===== src/rtl/dual_pulse_sound_channel_top_defines.svh =====
// assertion macros for the dual pulse sound channel
`ifndef DUAL_PULSE_SOUND_CHANNEL_TOP_DEFINES_SVH
`define DUAL_PULSE_SOUND_CHANNEL_TOP_DEFINES_SVH

// same-cycle implication, disabled in reset
`define DPSC_ASSERT_SAME(label, clk, rstn, ante, cons) \
    label: assert property (@(posedge clk) disable iff (!rstn) (ante) |-> (cons)) \
        else $error("dpsc check failed");

// next-cycle implication, disabled in reset
`define DPSC_ASSERT_NEXT(label, clk, rstn, ante, cons) \
    label: assert property (@(posedge clk) disable iff (!rstn) (ante) |=> (cons)) \
        else $error("dpsc check failed");

`endif


===== src/rtl/dpsc_pkg.sv =====
// shared types, constants and tables of the dual pulse sound channel
package dpsc_pkg;

    localparam int CYCLE_RATE_W = 25;
    localparam int SPF_W        = 12;
    localparam int PERIOD_W     = 11;
    localparam int RELOAD_W     = 19;
    localparam int LEN_W        = 23;
    localparam int TMR_W        = 20;
    localparam int PHASE_W      = 29;
    localparam int FREQ_W       = 28;
    localparam int LAST_W       = 13;
    localparam int TOTAL_W      = 19;
    localparam int CNT_W        = 7;
    localparam int SAMPLE_W     = 15;
    localparam int DIVIDEND_W   = 18;
    localparam int QUOT_W       = 12;

    localparam logic [CYCLE_RATE_W-1:0] CYCLE_RATE_RST = 25'd5319480;
    localparam logic [SPF_W-1:0]        SPF_RST        = 12'd367;
    localparam logic [RELOAD_W-1:0]     RELOAD_RST     = 19'd1835;
    localparam logic [3:0]              DUTY_LIMIT_RST = 4'd2;
    localparam logic [PERIOD_W-1:0]     MIN_PERIOD     = 11'd7;
    localparam logic [LEN_W-1:0]        LEN_STEP       = 23'd5;
    localparam logic signed [PHASE_W-1:0] ENV_DEC      = -29'sd20;
    localparam logic [4:0]              OFF_RAW        = 5'd17;
    localparam logic [4:0]              OFF_MASK       = 5'd21;

    typedef enum logic {
        OP_WRITE  = 1'b0,
        OP_RENDER = 1'b1
    } op_t;

    typedef enum logic [1:0] {
        CH_PULSE0 = 2'd0,
        CH_PULSE1 = 2'd1,
        CH_RAW    = 2'd2,
        CH_SILENT = 2'd3
    } chan_t;

    typedef enum logic [1:0] {
        CHR_CTRL      = 2'd0,
        CHR_UNUSED    = 2'd1,
        CHR_PERIOD_LO = 2'd2,
        CHR_PERIOD_HI = 2'd3
    } chreg_t;

    typedef enum logic {
        CFG_CYCLE_RATE = 1'b0,
        CFG_SPF        = 1'b1
    } cfg_idx_t;

    typedef enum logic [3:0] {
        ST_IDLE,
        ST_START,
        ST_ENV,
        ST_PHASE_SUB,
        ST_PHASE_CHK,
        ST_ACC,
        ST_DIV,
        ST_FIN,
        ST_WB,
        ST_DONE
    } state_t;

    typedef struct packed {
        logic start;
        logic negate;
    } div_ctrl_t;

    function automatic logic [6:0] len_lookup(input logic [4:0] idx);
        logic [6:0] v;
        case (idx)
            5'd0:  v = 7'd5;
            5'd1:  v = 7'd127;
            5'd2:  v = 7'd10;
            5'd3:  v = 7'd1;
            5'd4:  v = 7'd19;
            5'd5:  v = 7'd2;
            5'd6:  v = 7'd40;
            5'd7:  v = 7'd3;
            5'd8:  v = 7'd80;
            5'd9:  v = 7'd4;
            5'd10: v = 7'd30;
            5'd11: v = 7'd5;
            5'd12: v = 7'd7;
            5'd13: v = 7'd6;
            5'd14: v = 7'd13;
            5'd15: v = 7'd7;
            5'd16: v = 7'd6;
            5'd17: v = 7'd8;
            5'd18: v = 7'd12;
            5'd19: v = 7'd9;
            5'd20: v = 7'd24;
            5'd21: v = 7'd10;
            5'd22: v = 7'd48;
            5'd23: v = 7'd11;
            5'd24: v = 7'd96;
            5'd25: v = 7'd12;
            5'd26: v = 7'd36;
            5'd27: v = 7'd13;
            5'd28: v = 7'd8;
            5'd29: v = 7'd14;
            5'd30: v = 7'd16;
            5'd31: v = 7'd15;
            default: v = 7'd0;
        endcase
        return v;
    endfunction

    function automatic logic [3:0] duty_lookup(input logic [1:0] idx);
        logic [3:0] v;
        case (idx)
            2'd0: v = 4'd2;
            2'd1: v = 4'd4;
            2'd2: v = 4'd8;
            2'd3: v = 4'd12;
            default: v = 4'd2;
        endcase
        return v;
    endfunction

    function automatic logic [3:0] env_next(input logic [3:0] lvl, input logic hold);
        logic [3:0] v;
        if (hold) begin
            v = lvl + 4'd1;
        end else if (lvl != 4'd15) begin
            v = lvl + 4'd1;
        end else begin
            v = lvl;
        end
        return v;
    endfunction

    function automatic logic signed [LAST_W-1:0] duty_level(
        input logic [3:0] step,
        input logic [3:0] limit,
        input logic signed [LAST_W-1:0] amp
    );
        return (step < limit) ? amp : -amp;
    endfunction

endpackage


===== src/rtl/dpsc_div.sv =====
// iterative restoring divider for the substep average
module dpsc_div (
    input  logic                                   aclk,
    input  logic                                   aresetn,
    input  dpsc_pkg::div_ctrl_t                    ctrl,
    input  logic [dpsc_pkg::DIVIDEND_W-1:0]        dividend,
    input  logic [dpsc_pkg::CNT_W-1:0]             divisor,
    output logic                                   done,
    output logic signed [dpsc_pkg::LAST_W-1:0]    quotient
);

    localparam logic [4:0] LAST_STEP = 5'(dpsc_pkg::DIVIDEND_W - 1);

    logic                                busy_reg;
    logic                                done_reg;
    logic [4:0]                          step_reg;
    logic                                neg_reg;
    logic [dpsc_pkg::CNT_W-1:0]          rem_reg;
    logic [dpsc_pkg::CNT_W-1:0]          div_reg;
    logic [dpsc_pkg::DIVIDEND_W-1:0]     quo_reg;
    logic [dpsc_pkg::CNT_W:0]            trial;
    logic                                fits;
    logic [dpsc_pkg::CNT_W:0]            diff;
    logic [dpsc_pkg::LAST_W-1:0]         mag;

    assign trial = {rem_reg, quo_reg[dpsc_pkg::DIVIDEND_W-1]};
    assign fits  = trial >= {1'b0, div_reg};
    assign diff  = trial - {1'b0, div_reg};
    assign mag   = {1'b0, quo_reg[dpsc_pkg::QUOT_W-1:0]};

    always_ff @(posedge aclk) begin
        if (!aresetn) begin
            busy_reg <= 1'b0;
            done_reg <= 1'b0;
            step_reg <= '0;
        end else begin
            done_reg <= 1'b0;
            if (ctrl.start) begin
                busy_reg <= 1'b1;
                step_reg <= LAST_STEP;
            end else if (busy_reg) begin
                step_reg <= step_reg - 5'd1;
                if (step_reg == '0) begin
                    busy_reg <= 1'b0;
                    done_reg <= 1'b1;
                end
            end
        end
    end

    always_ff @(posedge aclk) begin
        if (ctrl.start) begin
            quo_reg <= dividend;
            rem_reg <= '0;
            div_reg <= divisor;
            neg_reg <= ctrl.negate;
        end else if (busy_reg) begin
            rem_reg <= fits ? diff[dpsc_pkg::CNT_W-1:0] : trial[dpsc_pkg::CNT_W-1:0];
            quo_reg <= {quo_reg[dpsc_pkg::DIVIDEND_W-2:0], fits};
        end
    end

    assign done     = done_reg;
    assign quotient = neg_reg ? -$signed(mag) : $signed(mag);

endmodule


===== src/rtl/dual_pulse_sound_channel_top.sv =====
// dual pulse sound channel: register file, sequencer and shared adder datapath
//
// Two square pulse channels with length counter and envelope, plus a raw
// 8-bit level channel. One input beat is either a register write or a
// render request for one channel; every input beat yields one output beat.
// s_ready is high only while the sequencer is idle; one beat is in work at a
// time. A write, a silent or raw render, or a render of an inactive pulse
// channel goes from START to DONE. A pulse render passes START, ENV (one
// envelope clock at most with four or more samples per frame), PHASE_SUB,
// then WB for a period below 7, else PHASE_CHK and FIN, or, when several
// duty steps fall in one sample, ACC (one substep per pass, at most 64 at
// the largest cycle rate) and the serial divider; the phase/timer adder is
// shared. The next beat can be accepted in the same cycle that m_valid
// rises, and the result may still wait in the output register then. While
// m_ready is low and the output register is full, a newly finished result
// holds the sequencer until it drains. Reset (aresetn low, synchronous)
// clears the channel state (reload and duty limit take defaults), loads the
// default cycle rate and samples per frame, and empties the output.
// Configuration writes are meant for idle periods.
`include "dual_pulse_sound_channel_top_defines.svh"
module dual_pulse_sound_channel_top (
    input  logic                                    aclk,
    input  logic                                    aresetn,
    input  logic                                    cfg_we,
    input  logic                                    cfg_index,
    input  logic [dpsc_pkg::CYCLE_RATE_W-1:0]       cfg_wdata,
    input  logic                                    s_valid,
    output logic                                    s_ready,
    input  logic                                    s_op,
    input  logic [4:0]                              s_reg_offset,
    input  logic [7:0]                              s_wr_data,
    input  logic [1:0]                              s_chan_sel,
    output logic                                    m_valid,
    input  logic                                    m_ready,
    output logic signed [dpsc_pkg::SAMPLE_W-1:0]   m_sample
);

    localparam int PW = dpsc_pkg::PHASE_W;
    localparam int TW = dpsc_pkg::TMR_W;

    dpsc_pkg::state_t state_reg, state_next;

    logic [dpsc_pkg::CYCLE_RATE_W-1:0] cycle_rate_reg;
    logic [dpsc_pkg::SPF_W-1:0]        spf_reg;

    logic [dpsc_pkg::PERIOD_W-1:0]     period_reg     [2];
    logic [3:0]                        vol_reg        [2];
    logic                              hold_reg       [2];
    logic                              const_reg      [2];
    logic [dpsc_pkg::RELOAD_W-1:0]     reload_reg     [2];
    logic [3:0]                        limit_reg      [2];
    logic [dpsc_pkg::LEN_W-1:0]        len_reg        [2];
    logic [3:0]                        env_reg        [2];
    logic signed [TW-1:0]              tmr_reg        [2];
    logic                              en_reg         [2];
    logic signed [PW-1:0]              phase_reg      [2];
    logic [3:0]                        duty_reg       [2];
    logic signed [dpsc_pkg::LAST_W-1:0] last_reg      [2];
    logic [1:0]                        mask_reg;
    logic [7:0]                        raw_reg;

    logic                              op_reg;
    logic [4:0]                        off_reg;
    logic [7:0]                        data_reg;
    logic [1:0]                        ch_reg;

    logic [dpsc_pkg::LEN_W-1:0]        w_len_reg;
    logic [3:0]                        w_env_reg;
    logic signed [TW-1:0]              w_tmr_reg;
    logic signed [PW-1:0]              w_phase_reg;
    logic [3:0]                        w_duty_reg;
    logic signed [dpsc_pkg::LAST_W-1:0] w_last_reg;
    logic signed [dpsc_pkg::LAST_W-1:0] w_amp_reg;
    logic signed [dpsc_pkg::SAMPLE_W-1:0] w_res_reg;
    logic signed [dpsc_pkg::TOTAL_W-1:0] total_reg;
    logic [dpsc_pkg::CNT_W-1:0]        cnt_reg;

    logic                              m_valid_reg;
    logic signed [dpsc_pkg::SAMPLE_W-1:0] m_sample_reg;

    logic                              c;
    logic                              wc;
    logic                              active;
    logic                              short_period;
    logic [dpsc_pkg::FREQ_W-1:0]       freq;
    logic                              freq_gt_rate;
    logic [14:0]                       spf5;
    logic [dpsc_pkg::RELOAD_W-1:0]     reload_wr;
    logic [dpsc_pkg::LEN_W-1:0]        len_wr;
    logic [dpsc_pkg::LEN_W-1:0]        len_dec;
    logic signed [PW-1:0]              add_a;
    logic signed [PW-1:0]              add_b;
    logic signed [PW-1:0]              add_sum;
    logic [3:0]                        duty_inc;
    logic signed [dpsc_pkg::LAST_W-1:0] acc_lvl;
    logic signed [dpsc_pkg::LAST_W-1:0] fin_lvl;
    logic [3:0]                        amp_code;
    logic                              out_free;
    logic                              in_fire;
    dpsc_pkg::div_ctrl_t               div_ctrl;
    logic [dpsc_pkg::DIVIDEND_W-1:0]   div_dividend;
    logic                              div_done;
    logic signed [dpsc_pkg::LAST_W-1:0] div_quot;
    logic signed [dpsc_pkg::TOTAL_W-1:0] total_neg;

    assign c        = ch_reg[0];
    assign wc       = off_reg[2];
    assign in_fire  = s_valid && s_ready;
    assign out_free = !m_valid_reg || m_ready;

    assign active       = en_reg[c] && (len_reg[c] != '0);
    assign short_period = period_reg[c] < dpsc_pkg::MIN_PERIOD;
    assign freq         = {({1'b0, period_reg[c]} + 12'd1), 16'b0};
    assign freq_gt_rate = freq > {3'b0, cycle_rate_reg};
    assign spf5         = {3'b0, spf_reg} * 15'd5;
    assign reload_wr    = {{(dpsc_pkg::RELOAD_W-5){1'b0}}, ({1'b0, data_reg[3:0]} + 5'd1)}
                          * {{(dpsc_pkg::RELOAD_W-15){1'b0}}, spf5};
    assign len_wr       = {{(dpsc_pkg::LEN_W-7){1'b0}}, dpsc_pkg::len_lookup(data_reg[7:3])}
                          * {{(dpsc_pkg::LEN_W-15){1'b0}}, spf5};
    assign len_dec      = (len_reg[c] > dpsc_pkg::LEN_STEP) ? len_reg[c] - dpsc_pkg::LEN_STEP
                                                            : '0;
    assign duty_inc     = w_duty_reg + 4'd1;
    assign acc_lvl      = dpsc_pkg::duty_level(duty_inc, limit_reg[c], w_amp_reg);
    assign fin_lvl      = dpsc_pkg::duty_level(w_duty_reg, limit_reg[c], w_amp_reg);
    assign amp_code     = const_reg[c] ? vol_reg[c] : 4'd15 - w_env_reg;
    assign total_neg    = -total_reg;
    assign div_dividend = total_reg[dpsc_pkg::TOTAL_W-1] ? total_neg[dpsc_pkg::DIVIDEND_W-1:0]
                                                         : total_reg[dpsc_pkg::DIVIDEND_W-1:0];

    // shared adder for envelope timer and phase
    always_comb begin
        case (state_reg)
            dpsc_pkg::ST_START: begin
                add_a = {{(PW-TW){tmr_reg[c][TW-1]}}, tmr_reg[c]};
                add_b = dpsc_pkg::ENV_DEC;
            end
            dpsc_pkg::ST_ENV: begin
                add_a = {{(PW-TW){w_tmr_reg[TW-1]}}, w_tmr_reg};
                add_b = {{(PW-dpsc_pkg::RELOAD_W){1'b0}}, reload_reg[c]};
            end
            dpsc_pkg::ST_PHASE_SUB: begin
                add_a = w_phase_reg;
                add_b = -$signed({{(PW-dpsc_pkg::CYCLE_RATE_W){1'b0}}, cycle_rate_reg});
            end
            default: begin
                add_a = w_phase_reg;
                add_b = $signed({{(PW-dpsc_pkg::FREQ_W){1'b0}}, freq});
            end
        endcase
    end
    assign add_sum = add_a + add_b;

    // next state
    always_comb begin
        state_next = state_reg;
        case (state_reg)
            dpsc_pkg::ST_IDLE: begin
                if (in_fire) begin
                    state_next = dpsc_pkg::ST_START;
                end
            end
            dpsc_pkg::ST_START: begin
                if (op_reg == dpsc_pkg::OP_RENDER && !ch_reg[1] && active) begin
                    state_next = dpsc_pkg::ST_ENV;
                end else begin
                    state_next = dpsc_pkg::ST_DONE;
                end
            end
            dpsc_pkg::ST_ENV: begin
                if (reload_reg[c] == '0 || !w_tmr_reg[TW-1]) begin
                    state_next = dpsc_pkg::ST_PHASE_SUB;
                end
            end
            dpsc_pkg::ST_PHASE_SUB: begin
                state_next = short_period ? dpsc_pkg::ST_WB : dpsc_pkg::ST_PHASE_CHK;
            end
            dpsc_pkg::ST_PHASE_CHK: begin
                if (!w_phase_reg[PW-1] || freq_gt_rate) begin
                    state_next = dpsc_pkg::ST_FIN;
                end else begin
                    state_next = dpsc_pkg::ST_ACC;
                end
            end
            dpsc_pkg::ST_ACC: begin
                if (!w_phase_reg[PW-1]) begin
                    state_next = dpsc_pkg::ST_DIV;
                end
            end
            dpsc_pkg::ST_DIV: begin
                if (div_done) begin
                    state_next = dpsc_pkg::ST_WB;
                end
            end
            dpsc_pkg::ST_FIN: state_next = dpsc_pkg::ST_WB;
            dpsc_pkg::ST_WB:  state_next = dpsc_pkg::ST_DONE;
            dpsc_pkg::ST_DONE: begin
                if (out_free) begin
                    state_next = dpsc_pkg::ST_IDLE;
                end
            end
            default: state_next = dpsc_pkg::ST_IDLE;
        endcase
    end

    // sequencer outputs
    always_comb begin
        s_ready         = 1'b0;
        div_ctrl.start  = 1'b0;
        div_ctrl.negate = total_reg[dpsc_pkg::TOTAL_W-1];
        case (state_reg)
            dpsc_pkg::ST_IDLE: s_ready = 1'b1;
            dpsc_pkg::ST_ACC:  div_ctrl.start = !w_phase_reg[PW-1];
            default: begin
                s_ready = 1'b0;
            end
        endcase
    end

    dpsc_div u_div (
        .aclk     (aclk),
        .aresetn  (aresetn),
        .ctrl     (div_ctrl),
        .dividend (div_dividend),
        .divisor  (cnt_reg),
        .done     (div_done),
        .quotient (div_quot)
    );

    always_ff @(posedge aclk) begin
        if (!aresetn) begin
            state_reg      <= dpsc_pkg::ST_IDLE;
            cycle_rate_reg <= dpsc_pkg::CYCLE_RATE_RST;
            spf_reg        <= dpsc_pkg::SPF_RST;
            mask_reg       <= '0;
            raw_reg        <= '0;
            m_valid_reg    <= 1'b0;
            for (int i = 0; i < 2; i++) begin
                period_reg[i] <= '0;
                vol_reg[i]    <= '0;
                hold_reg[i]   <= 1'b0;
                const_reg[i]  <= 1'b0;
                reload_reg[i] <= dpsc_pkg::RELOAD_RST;
                limit_reg[i]  <= dpsc_pkg::DUTY_LIMIT_RST;
                len_reg[i]    <= '0;
                env_reg[i]    <= '0;
                tmr_reg[i]    <= '0;
                en_reg[i]     <= 1'b0;
                phase_reg[i]  <= '0;
                duty_reg[i]   <= '0;
                last_reg[i]   <= '0;
            end
        end else begin
            state_reg <= state_next;
            if (cfg_we) begin
                case (dpsc_pkg::cfg_idx_t'(cfg_index))
                    dpsc_pkg::CFG_CYCLE_RATE: cycle_rate_reg <= cfg_wdata;
                    dpsc_pkg::CFG_SPF:        spf_reg <= cfg_wdata[dpsc_pkg::SPF_W-1:0];
                    default: ;
                endcase
            end
            if (m_valid_reg && m_ready) begin
                m_valid_reg <= 1'b0;
            end
            if (state_reg == dpsc_pkg::ST_DONE && out_free) begin
                m_valid_reg <= 1'b1;
            end
            if (state_reg == dpsc_pkg::ST_START && op_reg == dpsc_pkg::OP_WRITE) begin
                if (off_reg[4:3] == 2'b00) begin
                    case (dpsc_pkg::chreg_t'(off_reg[1:0]))
                        dpsc_pkg::CHR_CTRL: begin
                            vol_reg[wc]    <= data_reg[3:0];
                            hold_reg[wc]   <= data_reg[5];
                            const_reg[wc]  <= data_reg[4];
                            reload_reg[wc] <= reload_wr;
                            limit_reg[wc]  <= dpsc_pkg::duty_lookup(data_reg[7:6]);
                        end
                        dpsc_pkg::CHR_PERIOD_LO: begin
                            period_reg[wc][7:0] <= data_reg;
                        end
                        dpsc_pkg::CHR_PERIOD_HI: begin
                            period_reg[wc][10:8] <= data_reg[2:0];
                            len_reg[wc]          <= len_wr;
                            env_reg[wc]          <= '0;
                            if (mask_reg[wc]) begin
                                en_reg[wc] <= 1'b1;
                            end
                        end
                        default: ;
                    endcase
                end else if (off_reg == dpsc_pkg::OFF_RAW) begin
                    raw_reg <= data_reg;
                end else if (off_reg == dpsc_pkg::OFF_MASK) begin
                    mask_reg <= data_reg[1:0];
                    for (int i = 0; i < 2; i++) begin
                        en_reg[i] <= data_reg[i];
                        if (!data_reg[i]) begin
                            len_reg[i] <= '0;
                        end
                    end
                end
            end
            if (state_reg == dpsc_pkg::ST_WB) begin
                len_reg[c]   <= w_len_reg;
                env_reg[c]   <= w_env_reg;
                tmr_reg[c]   <= w_tmr_reg;
                phase_reg[c] <= w_phase_reg;
                duty_reg[c]  <= w_duty_reg;
                last_reg[c]  <= w_last_reg;
            end
        end
    end

    always_ff @(posedge aclk) begin
        if (in_fire) begin
            op_reg   <= s_op;
            off_reg  <= s_reg_offset;
            data_reg <= s_wr_data;
            ch_reg   <= s_chan_sel;
        end
        if (state_reg == dpsc_pkg::ST_DONE && out_free) begin
            m_sample_reg <= w_res_reg;
        end
        case (state_reg)
            dpsc_pkg::ST_START: begin
                w_res_reg   <= '0;
                w_len_reg   <= hold_reg[c] ? len_reg[c] : len_dec;
                w_env_reg   <= env_reg[c];
                w_tmr_reg   <= add_sum[TW-1:0];
                w_phase_reg <= phase_reg[c];
                w_duty_reg  <= duty_reg[c];
                w_last_reg  <= last_reg[c];
                if (op_reg == dpsc_pkg::OP_RENDER
                        && dpsc_pkg::chan_t'(ch_reg) == dpsc_pkg::CH_RAW) begin
                    w_res_reg <= {1'b0, raw_reg, 6'b0};
                end
            end
            dpsc_pkg::ST_ENV: begin
                if (reload_reg[c] == '0) begin
                    w_env_reg <= dpsc_pkg::env_next(w_env_reg, hold_reg[c]);
                    w_tmr_reg <= '0;
                end else if (w_tmr_reg[TW-1]) begin
                    w_env_reg <= dpsc_pkg::env_next(w_env_reg, hold_reg[c]);
                    w_tmr_reg <= add_sum[TW-1:0];
                end
            end
            dpsc_pkg::ST_PHASE_SUB: begin
                w_res_reg <= '0;
                if (!short_period) begin
                    w_amp_reg   <= {1'b0, amp_code, 8'b0};
                    w_phase_reg <= add_sum;
                end
            end
            dpsc_pkg::ST_PHASE_CHK: begin
                total_reg <= '0;
                cnt_reg   <= '0;
                if (w_phase_reg[PW-1] && freq_gt_rate) begin
                    w_phase_reg <= add_sum;
                    w_duty_reg  <= duty_inc;
                end
            end
            dpsc_pkg::ST_ACC: begin
                if (w_phase_reg[PW-1]) begin
                    w_phase_reg <= add_sum;
                    w_duty_reg  <= duty_inc;
                    total_reg   <= total_reg
                                   + {{(dpsc_pkg::TOTAL_W-dpsc_pkg::LAST_W){acc_lvl[12]}},
                                      acc_lvl};
                    cnt_reg     <= cnt_reg + 7'd1;
                end
            end
            dpsc_pkg::ST_DIV: begin
                if (div_done) begin
                    w_last_reg <= div_quot;
                    w_res_reg  <= {{2{div_quot[12]}}, div_quot};
                end
            end
            dpsc_pkg::ST_FIN: begin
                w_last_reg <= fin_lvl;
                w_res_reg  <= {{2{fin_lvl[12]}}, fin_lvl};
            end
            default: ;
        endcase
    end

    assign m_valid  = m_valid_reg;
    assign m_sample = m_sample_reg;

    `DPSC_ASSERT_SAME(a_acc_count_bound, aclk, aresetn,
        state_reg == dpsc_pkg::ST_ACC, cnt_reg <= 7'd64)
    `DPSC_ASSERT_SAME(a_div_done_in_div, aclk, aresetn,
        div_done, state_reg == dpsc_pkg::ST_DIV)
    `DPSC_ASSERT_NEXT(a_accept_starts, aclk, aresetn,
        in_fire, state_reg == dpsc_pkg::ST_START)

endmodule

===== config.mk =====
export PLATFORM = sky130hd
export DESIGN_NAME = dual_pulse_sound_channel_top
export DESIGN_NICKNAME = d
export VERILOG_FILES = /design/src/rtl/dpsc_pkg.sv /design/src/rtl/dpsc_div.sv /design/src/rtl/dual_pulse_sound_channel_top.sv
export VERILOG_INCLUDE_DIRS = /design/src /design/src/rtl
export SDC_FILE = /design/constraint.sdc
export NUM_CORES = 1
export LEC_CHECK = 0
export BUFFER_PORTS_ARGS = -buffer_cell sky130_fd_sc_hd__buf_2
export CAP_MARGIN = 10
export CORE_AREA = 3 3 233 235
export DETAILED_ROUTE_END_ITERATION = 8
export DIE_AREA = 0 0 236 238
export GPL_ROUTABILITY_DRIVEN = 1
export GPL_TIMING_DRIVEN = 0
export HOLD_SLACK_MARGIN = 0.02
export PLACE_DENSITY = 0.76
export REMOVE_ABC_BUFFERS = 1
export SLEW_MARGIN = 20
export SYNTH_ARGS = -nofsm -noshare
export SYNTH_HDL_FRONTEND = slang
export SYNTH_SLANG_ARGS = --single-unit

===== constraint.sdc =====
create_clock -name aclk -period 13 [get_ports aclk]
set_clock_uncertainty 0.2 [all_clocks]
set_input_delay 1.3 -clock aclk [delete_from_list [all_inputs] [get_ports aclk]]
set_output_delay 1.3 -clock aclk [all_outputs]
set_load 0.02 [all_outputs]

Yosys cells after proc, flatten, opt, wreduce, memory -nomap -nowiden
Memory sizes are Yosys's and may differ from the RTL's. A register that Yosys moved wholly into a read port is not among the register bits. Cells that the tools add are included.

Bits in registers: 248. Memories kept: 13. Output and inout bits: 17. Memory bits (writable): 242. ROM bits: 224. Logic and storage cells: 328. Input bits: 47.

Memory list: (no name shown) (depth 32, bits a word 7, rd ports 1, clocked after memory_dff 1, write ports 0, line dpsc_pkg.sv:73) `case (idx)`; phase_reg (depth 2, bits a word 29, rd ports 1, clocked after memory_dff 1, write ports 2, line dual_pulse_sound_channel_top.sv:56) `logic signed [PW-1:0] phase_reg [2];`; len_reg (depth 2, bits a word 23, rd ports 1, clocked after memory_dff 1, write ports 2, line dual_pulse_sound_channel_top.sv:52) `logic [dpsc_pkg::LEN_W-1:0] len_reg [2];`; tmr_reg (depth 2, bits a word 20, rd ports 1, clocked after memory_dff 1, write ports 2, line dual_pulse_sound_channel_top.sv:54) `logic signed [TW-1:0] tmr_reg [2];`; reload_reg (depth 2, bits a word 19, rd ports 1, clocked after memory_dff 1, write ports 2, line dual_pulse_sound_channel_top.sv:50) `logic [dpsc_pkg::RELOAD_W-1:0] reload_reg [2];`; period_reg (depth 2, bits a word 11, rd ports 1, clocked after memory_dff 1, write ports 2, line dual_pulse_sound_channel_top.sv:46) `logic [dpsc_pkg::PERIOD_W-1:0] period_reg [2];`; 7 more memories.

Add/sub/neg operators: 15. Multiply operators: 3. Multiplexer cells: 164. $lt $le $gt $ge: 7. Reductions and logical operators: 58. Eq/ne operators: 27. Bitwise logic cells: 11.

Operator list (number): $mux 23 (6); $mux 29 (4); $pmux 29 s4 (1); $mux 1 (99); $mux 4 (23); $pmux 29 s3 (1); $mux 20 (3); $pmux 15 s4 (1); $pmux 29 s2 (1); $mux 18 (3); $reduce_or 23->1 (2); $pmux 20 s2 (1); $pmux 4 s10 (1); $mux 13 (3); $mux 19 (2); $pmux 19 s2 (1); $add 29x29->29 (1); $neg 25->29 (1); $reduce_or 29->1 (1); $gt 28x25->1 (1); $neg 12->13 (2); $gt 23x3->1 const B (1); $reduce_bool 23->1 (1); $sub 23x3->23 const B (1); 60 further kinds (124).

Depth between registers and ports, before layout
Gate-level depths: netlist of run 1.

Depth in word-level cells: 10. Mapped depth: 28. Mapped depth without buffers: 27.

Cells and area by module
A second synthesis of run 1 with hierarchy kept.

Cells, all modules: 3165. Area, all modules: 32037.0 µm².

Modules (own cells, without submodules): dual_pulse_sound_channel_top (cells each 2948, area an instance 29668.5 µm², times used 1, sequential area each 12792.3 µm²); dpsc_div (cells each 217, area an instance 2368.5 µm², times used 1, sequential area each 1061.0 µm²).

Worst setup path before layout of run 1
OpenSTA, ideal clock, no wires.

Path kind: flip-flop to flip-flop. Start point: register spf_reg[3] in the netlist's numbering. End point: memory len_reg[0][21] in the netlist's numbering, data pin. Required time: 12643 ps. Setup slack: 6035 ps. Library setup time: 157 ps. Stages on the path, launching flop included: 28. Period minus slack after synthesis: 6965 ps. Buffers on the path: 2. Data arrival time: 6608 ps. Cell sequence: dfxtp_1 -> ha_1 -> ha_1 -> fa_1 -> a21o_1 -> a21oi_1 -> o21bai_1 -> a21oi_1 -> o21ai_0 -> a21o_1 -> xor2_1 -> clkbuf_1 -> and2_1 -> fa_1 -> fa_1 -> fa_1 -> inv_1 -> fa_1 -> inv_1 -> ha_1 -> clkbuf_1 -> a21o_1 -> a21o_1 -> a21o_1 -> nor3_1 -> a2111oi_0 -> mux2_2 -> nor3_1.

RTL lines: start: declaration (line dual_pulse_sound_channel_top.sv:44) `logic [dpsc_pkg::SPF_W-1:0] spf_reg;`; start signal: assignment (line dual_pulse_sound_channel_top.sv:233) `spf_reg <= dpsc_pkg::SPF_RST;`; start signal: assignment (line dual_pulse_sound_channel_top.sv:257) `dpsc_pkg::CFG_SPF: spf_reg <= cfg_wdata[dpsc_pkg::SPF_W-1:0];`; end: declaration (line dual_pulse_sound_channel_top.sv:52).

==> summary.txt, run 1 <==
Outcome
  – Outcome: finished, final reports clean

Route
  – 1st-pass router iterations: 6
  – Post-route ant nets: 0
  – Average routed wire per standard cell: 20.2 µm
  – Vias: 23500
  – DRT Wirelength: 77.4 mm
  – DR iter-0 viols: 2085
  – Via density: 6.13
  – Post-route DRC: 0

Layout
  – Most common cell after layout, fill and taps aside: edfxtp_1
  – Commonest cells after routing, fill and taps aside: edfxtp_1, nor2_1, nand2_1
  – Largest register FFs: 58
  – Antenna Cells: 0
  – Fillers: 3975
  – Area Growth Syn to Fin: 9.72%
  – Final nets: 3413
  – Share of layout cells above drive strength 1: 8.44%

Pwr
  – Worst vdd ir: 0.000161 V
  – Pwr/cell area: 179 mW/mm²
  – Overall power consumption: 6140 µW
  – P_leak: 0.0143 µW

Clock tree
  – Num CTS Buffers: 52
  – Clock sinks: 488
  – H-tree levels: 2
  – Clk pin slew, worst setup/hold paths: 0.06 ns
  – Clock Path Buffers: 3
  – # hold bufs at CTS: 0
  – CTS root buffer: clkbuf_16
  – Clk_lat worst skew: 0.61 ns
  – CTS resizes: 0
  – CTS tree: built
  – Post-CTS Setup Bufs: 0

Yosys
  – FFs w/ async S/R, synth: 0%
  – Ys flop type: edfxtp_1
  – Yosys warns: 0
  – Cells after synthesis: 3107
  – Mapped Area: 0.0313 mm²
  – Sequential area share after synthesis: 44.2%
  – Syn_area_per_cell: 10.1 µm²
  – Yosys cell types: 86
  – Seq cells post-synth: 488
  – Number of synthesized flops with an enable pin: 408

Setup path
  – Crit-path max FO: 14
  – Startpoint Class: flop
  – Worst path required time: 13.23 ns
  – Worst EP arrival: 8.84 ns
  – Worst setup EP type: flop
  – Setup CP Type: flop to flop

Global routing
  – Initial antenna violation count: 0
  – Grt total ovfl: 0
  – First-pass GRT wire length: 123 mm
  – Vias in the first global route: 23500
  – Pin count of the biggest net entering global routing: 76
  – Tot GR Track Use: 27.1%

Timing
  – Final hold violation count: 0
  – Worst hold slack: 0.216 ns
  – Slew @ Worst Pin: 1.13 ns
  – Min Clock Period, post-route: 8.61 ns
  – Max Transition Viols Final: 0
  – Finish-stage setup viols: 0
  – Unrepaired setup endpoints after global routing: no
  – Fin crit share: 66.2%
  – Post-route setup TNS: 0 ns
  – Worst slew margin: 24.2%
  – Fmax: 0.116 GHz

Floorplan
  – CORE AREA: 0.0524 mm²
  – Die Wd: 236 µm
  – IO Count: 64
  – Row Count: 84
  – Die area: 0.0562 mm²
  – Die Y: 238 µm
  – Initial core utilization: 59.8%

Placement
  – RD Place Congestion: 0.917
  – HPWL Detailed: 54.7 mm
  – Input/output buffers: 63

Flow run
  – Max-cap viol count: 0

Min path
  – Hold Path Class: flop to flop
==> where the power goes <==
group | internal (µW) | total [µW] | switching (µW)
combinational | 1110 | 2760 | 1650
sequential | 1830 | 1930 | 99.6
clock | 825 | 1450 | 629
==> area by class of cell <==
cell class                      instances  area, µm²  share of cell area (%)
Clock inverter                         25        189                   0.549
Clock buffer                           73       1490                    4.34
Multi-Input combinational cell       2284      16400                    47.6
Tap cell                              688        861                    2.50
Sequential cell                       488      13900                    40.3
Timing Repair Buffer                  100        978                    2.84
Inverter                              169        634                    1.84
==> routing by layer <==
layer	wire length (µm)	vias up	GRT usage [%]
met2	38300	849	46.9
met4	2470	0	9.99
met3	4860	150	3.49
li1	-	10900	-
met5	0	-	0
met1	31700	11500	35.1
==> stage by stage <==
stage | instances | util [%] | instance area (µm²) | worst slack, ns
2_1_floorplan | 2941 | - | 30700 | 3.86
3_3_place_gp | 3692 | 60.8 | 31900 | 0.115
3_5_place_dp | 3729 | 62.3 | 32700 | 4.64
4_1_cts | 3827 | 65.5 | 34400 | 4.61
5_1_grt | 3827 | 65.6 | 34400 | 3.95
6_report | 3827 | 65.6 | 34400 | 4.39
==> cell usage after synthesis, drive strengths merged, types with 6 or more instances <==
master / count / area (µm²)
dfxtp: 80 / 1600
o31ai: 11 / 82.6
buf: 37 / 173
nand4: 9 / 56.3
nor3: 56 / 285
mux2: 18 / 203
o22ai: 53 / 332
mux2i: 124 / 1240
a21boi: 6 / 45.0
fa: 106 / 2120
o221ai: 6 / 52.6
and2: 188 / 1180
edfxtp: 408 / 12300
or3: 15 / 98.8
a21o: 47 / 353
nand3b: 6 / 45.0
nor4: 18 / 128
nor2b: 41 / 257
or2: 11 / 68.8
ha: 165 / 2060
nor2: 315 / 1180
nand2: 266 / 1000
nand3: 67 / 335
and3: 80 / 505
o21bai: 17 / 128
clkbuf: 129 / 484
o21a: 22 / 165
inv: 169 / 634
a211oi: 28 / 215
nor3b: 8 / 60.1
a21oi: 207 / 1040
xor2: 79 / 692
o211ai: 13 / 97.6
a2111oi: 6 / 58.8
xnor2: 79 / 692
o21ai: 108 / 541
nand2b: 29 / 181
a31oi: 18 / 113
==> kinds of logic (layout without fill, tap and decap cells) <==
family	count (synthesis)	in the layout	synth area share (%)
XOR/XNOR	159	159	4.49
buffers and inverters	335	367	4.12
flip-flops	488	488	44.2
adder cells (fa/ha/maj)	271	271	13.4
AND/OR/NAND/NOR	1130	1130	17.8
multiplexers	143	143	4.68
AO/OA/AOI/OAI	581	581	11.4
==> critical path, cell delays in order (launching register included) <==
cell	delay (ns)
dfxtp_1	0.68
ha_1	0.35
ha_1	0.24
fa_1	0.40
a21o_1	0.19
a21oi_1	0.26
o21bai_1	0.10
a21oi_1	0.26
o21ai_0	0.12
a21o_1	0.23
xor2_1	0.74
and2_1	0.26
fa_1	0.44
fa_1	0.48
fa_1	0.56
inv_1	0.06
fa_1	0.53
inv_1	0.05
ha_1	0.37
o211ai_1	0.12
o22ai_1	0.40
nand4_1	0.20
a2111oi_0	0.50
mux2_2	0.45
nor3_1	0.21
==> worst paths after layout <==
path	from	end	slack (ns)	depth (start not counted)
setup / recovery	spf_reg[1]	len_reg[1][21]	4.39	24
hold reg to reg	w_res_reg[3]	m_sample[3]	0.22	0
hold / removal	w_res_reg[3]	m_sample[3]	0.22	0
setup reg to reg	spf_reg[1]	len_reg[1][21]	4.39	24
No activity file was read; power rests on OpenSTA's default activity.
==> inputs of run 2 (changes only) <==
- clock period: 13 -> 7.95 ns (I/O delays scaled with it)
==> run 2 against run 1 <==
Effect of this change:
- setup slack lost 4.1 ns
- register-to-register slack lost 4.1 ns
- worst hold slack lost 0.045 ns
- first-iteration DRC count grew 0.58%
- largest cell class unchanged
- non-clock buffer count grew 5
- sequential power grew 64%
- largest power group unchanged
==> summary.txt, run 2 (synthesized netlist as in run 1, its figures left out) <==
Clock tree
  – Num CTS Buffers: 52
  – CTS tree: built
  – Clock sinks: 488
  – Clock Path Buffers: 3
  – CTS root buffer: clkbuf_16
  – Clk pin slew, worst setup/hold paths: 0.06 ns
  – # hold bufs at CTS: 0
  – H-tree levels: 2
  – Clk_lat worst skew: 0.61 ns

Route
  – Post-route ant nets: 0
  – Via density: 6.15
  – Vias: 23600
  – Post-route DRC: 0
  – Average routed wire per standard cell: 20.2 µm
  – 1st-pass router iterations: 6
  – DR iter-0 viols: 2097
  – DRT Wirelength: 77.6 mm

Setup path
  – RR Startpoint: spf_reg[1]
  – Setup CP Type: flop to flop
  – Crit-path max FO: 14
  – Worst setup EP type: flop
  – Worst path required time: 8.17 ns
  – Startpoint Class: flop
  – FF-to-FF setup slack: 0.32 ns
  – Worst EP arrival: 7.85 ns
  – Worst R2R End: len_reg[1][21]
  – Worst r2r path cells: 27

Layout
  – Share of layout cells above drive strength 1: 8.87%
  – Area Growth Syn to Fin: 10.1%
  – Fin cells: 3832
  – Final nets: 3418
  – Final Core Density: 65.8%
  – Design area: 0.0345 mm²
  – Most common cell after layout, fill and taps aside: edfxtp_1
  – Commonest cells after routing, fill and taps aside: edfxtp_1, nor2_1, nand2_1
  – Antenna Cells: 0
  – Largest register FFs: 58

Global routing
  – GRT Max-Usage Layer: met2
  – Pin count of the biggest net entering global routing: 76
  – Met2 Use GR: 46.9%
  – Vias in the first global route: 23500
  – Met3 global-route usage: 3.50%
  – Met1 Resource Use GR: 35.1%
  – Grt total ovfl: 0
  – First-pass GRT wire length: 123 mm
  – Tot GR Track Use: 27.1%
  – Initial antenna violation count: 0

Placement
  – HPWL Detailed: 54.7 mm
  – Post-Place Cell Area: 0.0327 mm²
  – Input/output buffers: 63
  – RD Place Congestion: 0.917
  – Cells after DPL: 3729
  – Place WS: -0.409 ns

Timing
  – Slew @ Worst Pin: 1.13 ns
  – Max Transition Viols Final: 0
  – Final hold violation count: 0
  – Fmax: 0.131 GHz
  – Worst hold slack: 0.171 ns
  – Finish-stage setup viols: 0
  – Fin crit share: 96.0%
  – Worst slew margin: 23.9%
  – Min Clock Period, post-route: 7.63 ns
  – Final worst setup slack: 0.318 ns

Pwr
  – P_leak: 0.0143 µW
  – Clk pwr share: 23.6%
  – P_int: 6170 µW
  – Worst vdd ir: 0.000267 V
  – Sw Ratio: 38.8%
  – Pwr/cell area: 292 mW/mm²
  – Sequential Power Share: 31.3%
  – P_sw: 3910 µW
  – Logic pwr share: 45.1%

Floorplan
  – Row Count: 84
  – Die Wd: 236 µm
  – CORE AREA: 0.0524 mm²
  – IO Count: 64
  – Die Y: 238 µm
  – Initial core utilization: 59.8%
  – Die area: 0.0562 mm²

Min path
  – Hold Path Class: input port to flop
  – WHS Path Cells: 1
  – Hold_sp: s_chan_sel[1]
  – Hold Path End: ch_reg[1]

Flow run
  – Max-cap viol count: 0

Outcome
  – Outcome: finished, final reports clean
## run 2: changes by cell type in the layout (fill, tap and decap cells not counted), sizes merged
cell / previous run / this run
buf: 100 / 105
## run 2: final cells by class
type	count	area, µm²
timing repair buffer	105	1020
sequential	488	13900
clock inverter	25	189
clock buffer	73	1490
inverter	169	634
fill	3963	17900
multi-input combinational	2284	16400
tap	688	861
## run 2: worst max-delay path by stage
stage / from / end / slack [ns] / depth (start not counted)
CTS: spf_reg[1] / len_reg[1][21] / 0.03 / 24
floorplan: flop / w_phase_reg[0] / -1.19 / 15
global placement: flop / w_phase_reg[10] / -4.94 / 15
finish: spf_reg[1] / len_reg[1][21] / 0.32 / 27
global route: spf_reg[1] / len_reg[1][20] / -0.02 / 28
detailed placement: spf_reg[1] / len_reg[1][21] / -0.41 / 24
## run 2: repair_timing
| action | in CTS | in global routing |
|---|---|---|
| gates cloned | 0 | 0 |
| setup endpoints to repair | 12 | 12 |
| pin swaps | 0 | 2 |
| buffers inserted | 0 | 5 |
| gates resized for setup | 2 | 11 |
## run 2: worst max-delay path, cell delays in order (launching register included)
cell,delay (ns)
dfxtp_4,0.45
ha_1,0.27
ha_1,0.23
fa_1,0.40
a21o_1,0.21
a21oi_2,0.20
o21bai_1,0.11
a21oi_2,0.20
o21ai_0,0.10
a21o_1,0.28
nand4_1,0.18
o311ai_4,0.14
buf_4,0.24
and2_1,0.18
fa_1,0.52
fa_1,0.46
fa_1,0.56
inv_1,0.06
fa_1,0.53
inv_1,0.04
ha_2,0.39
a21o_1,0.15
a21o_1,0.11
a21o_1,0.13
nor3_1,0.06
a2111oi_1,0.38
mux2_2,0.44
nor3_1,0.23
## run 2: metrics by stage
step,setup TNS [ns],total power (µW)
2_1_floorplan,-36.86,6550
3_3_place_gp,-640.08,7500
3_5_place_dp,-1.88,7660
4_1_cts,0,10000
5_1_grt,-0.0178,10800
6_report,0,10100
## run 2: per-layer routing
| metal | share of wire (%) | vias up | wire length (µm) |
|---|---|---|---|
| li1 | - | 10900 | - |
| met1 | 41 | 11500 | 31600 |
| met2 | 50 | 920 | 38400 |
| met3 | 6.4 | 169 | 4950 |
| met4 | 3.4 | 0 | 2600 |
| met5 | 0 | - | 0 |
## run 2: power by group through the flow
stage                     logic, µW  clock network [µW]  registers (µW)
after global placement         4240                   0            3260
final                          4550                2380            3160
after floorplan                3360                   0            3180
after detailed placement       4460                   0            3200
after global routing           5100                2510            3180
after CTS                      4490                2400            3150
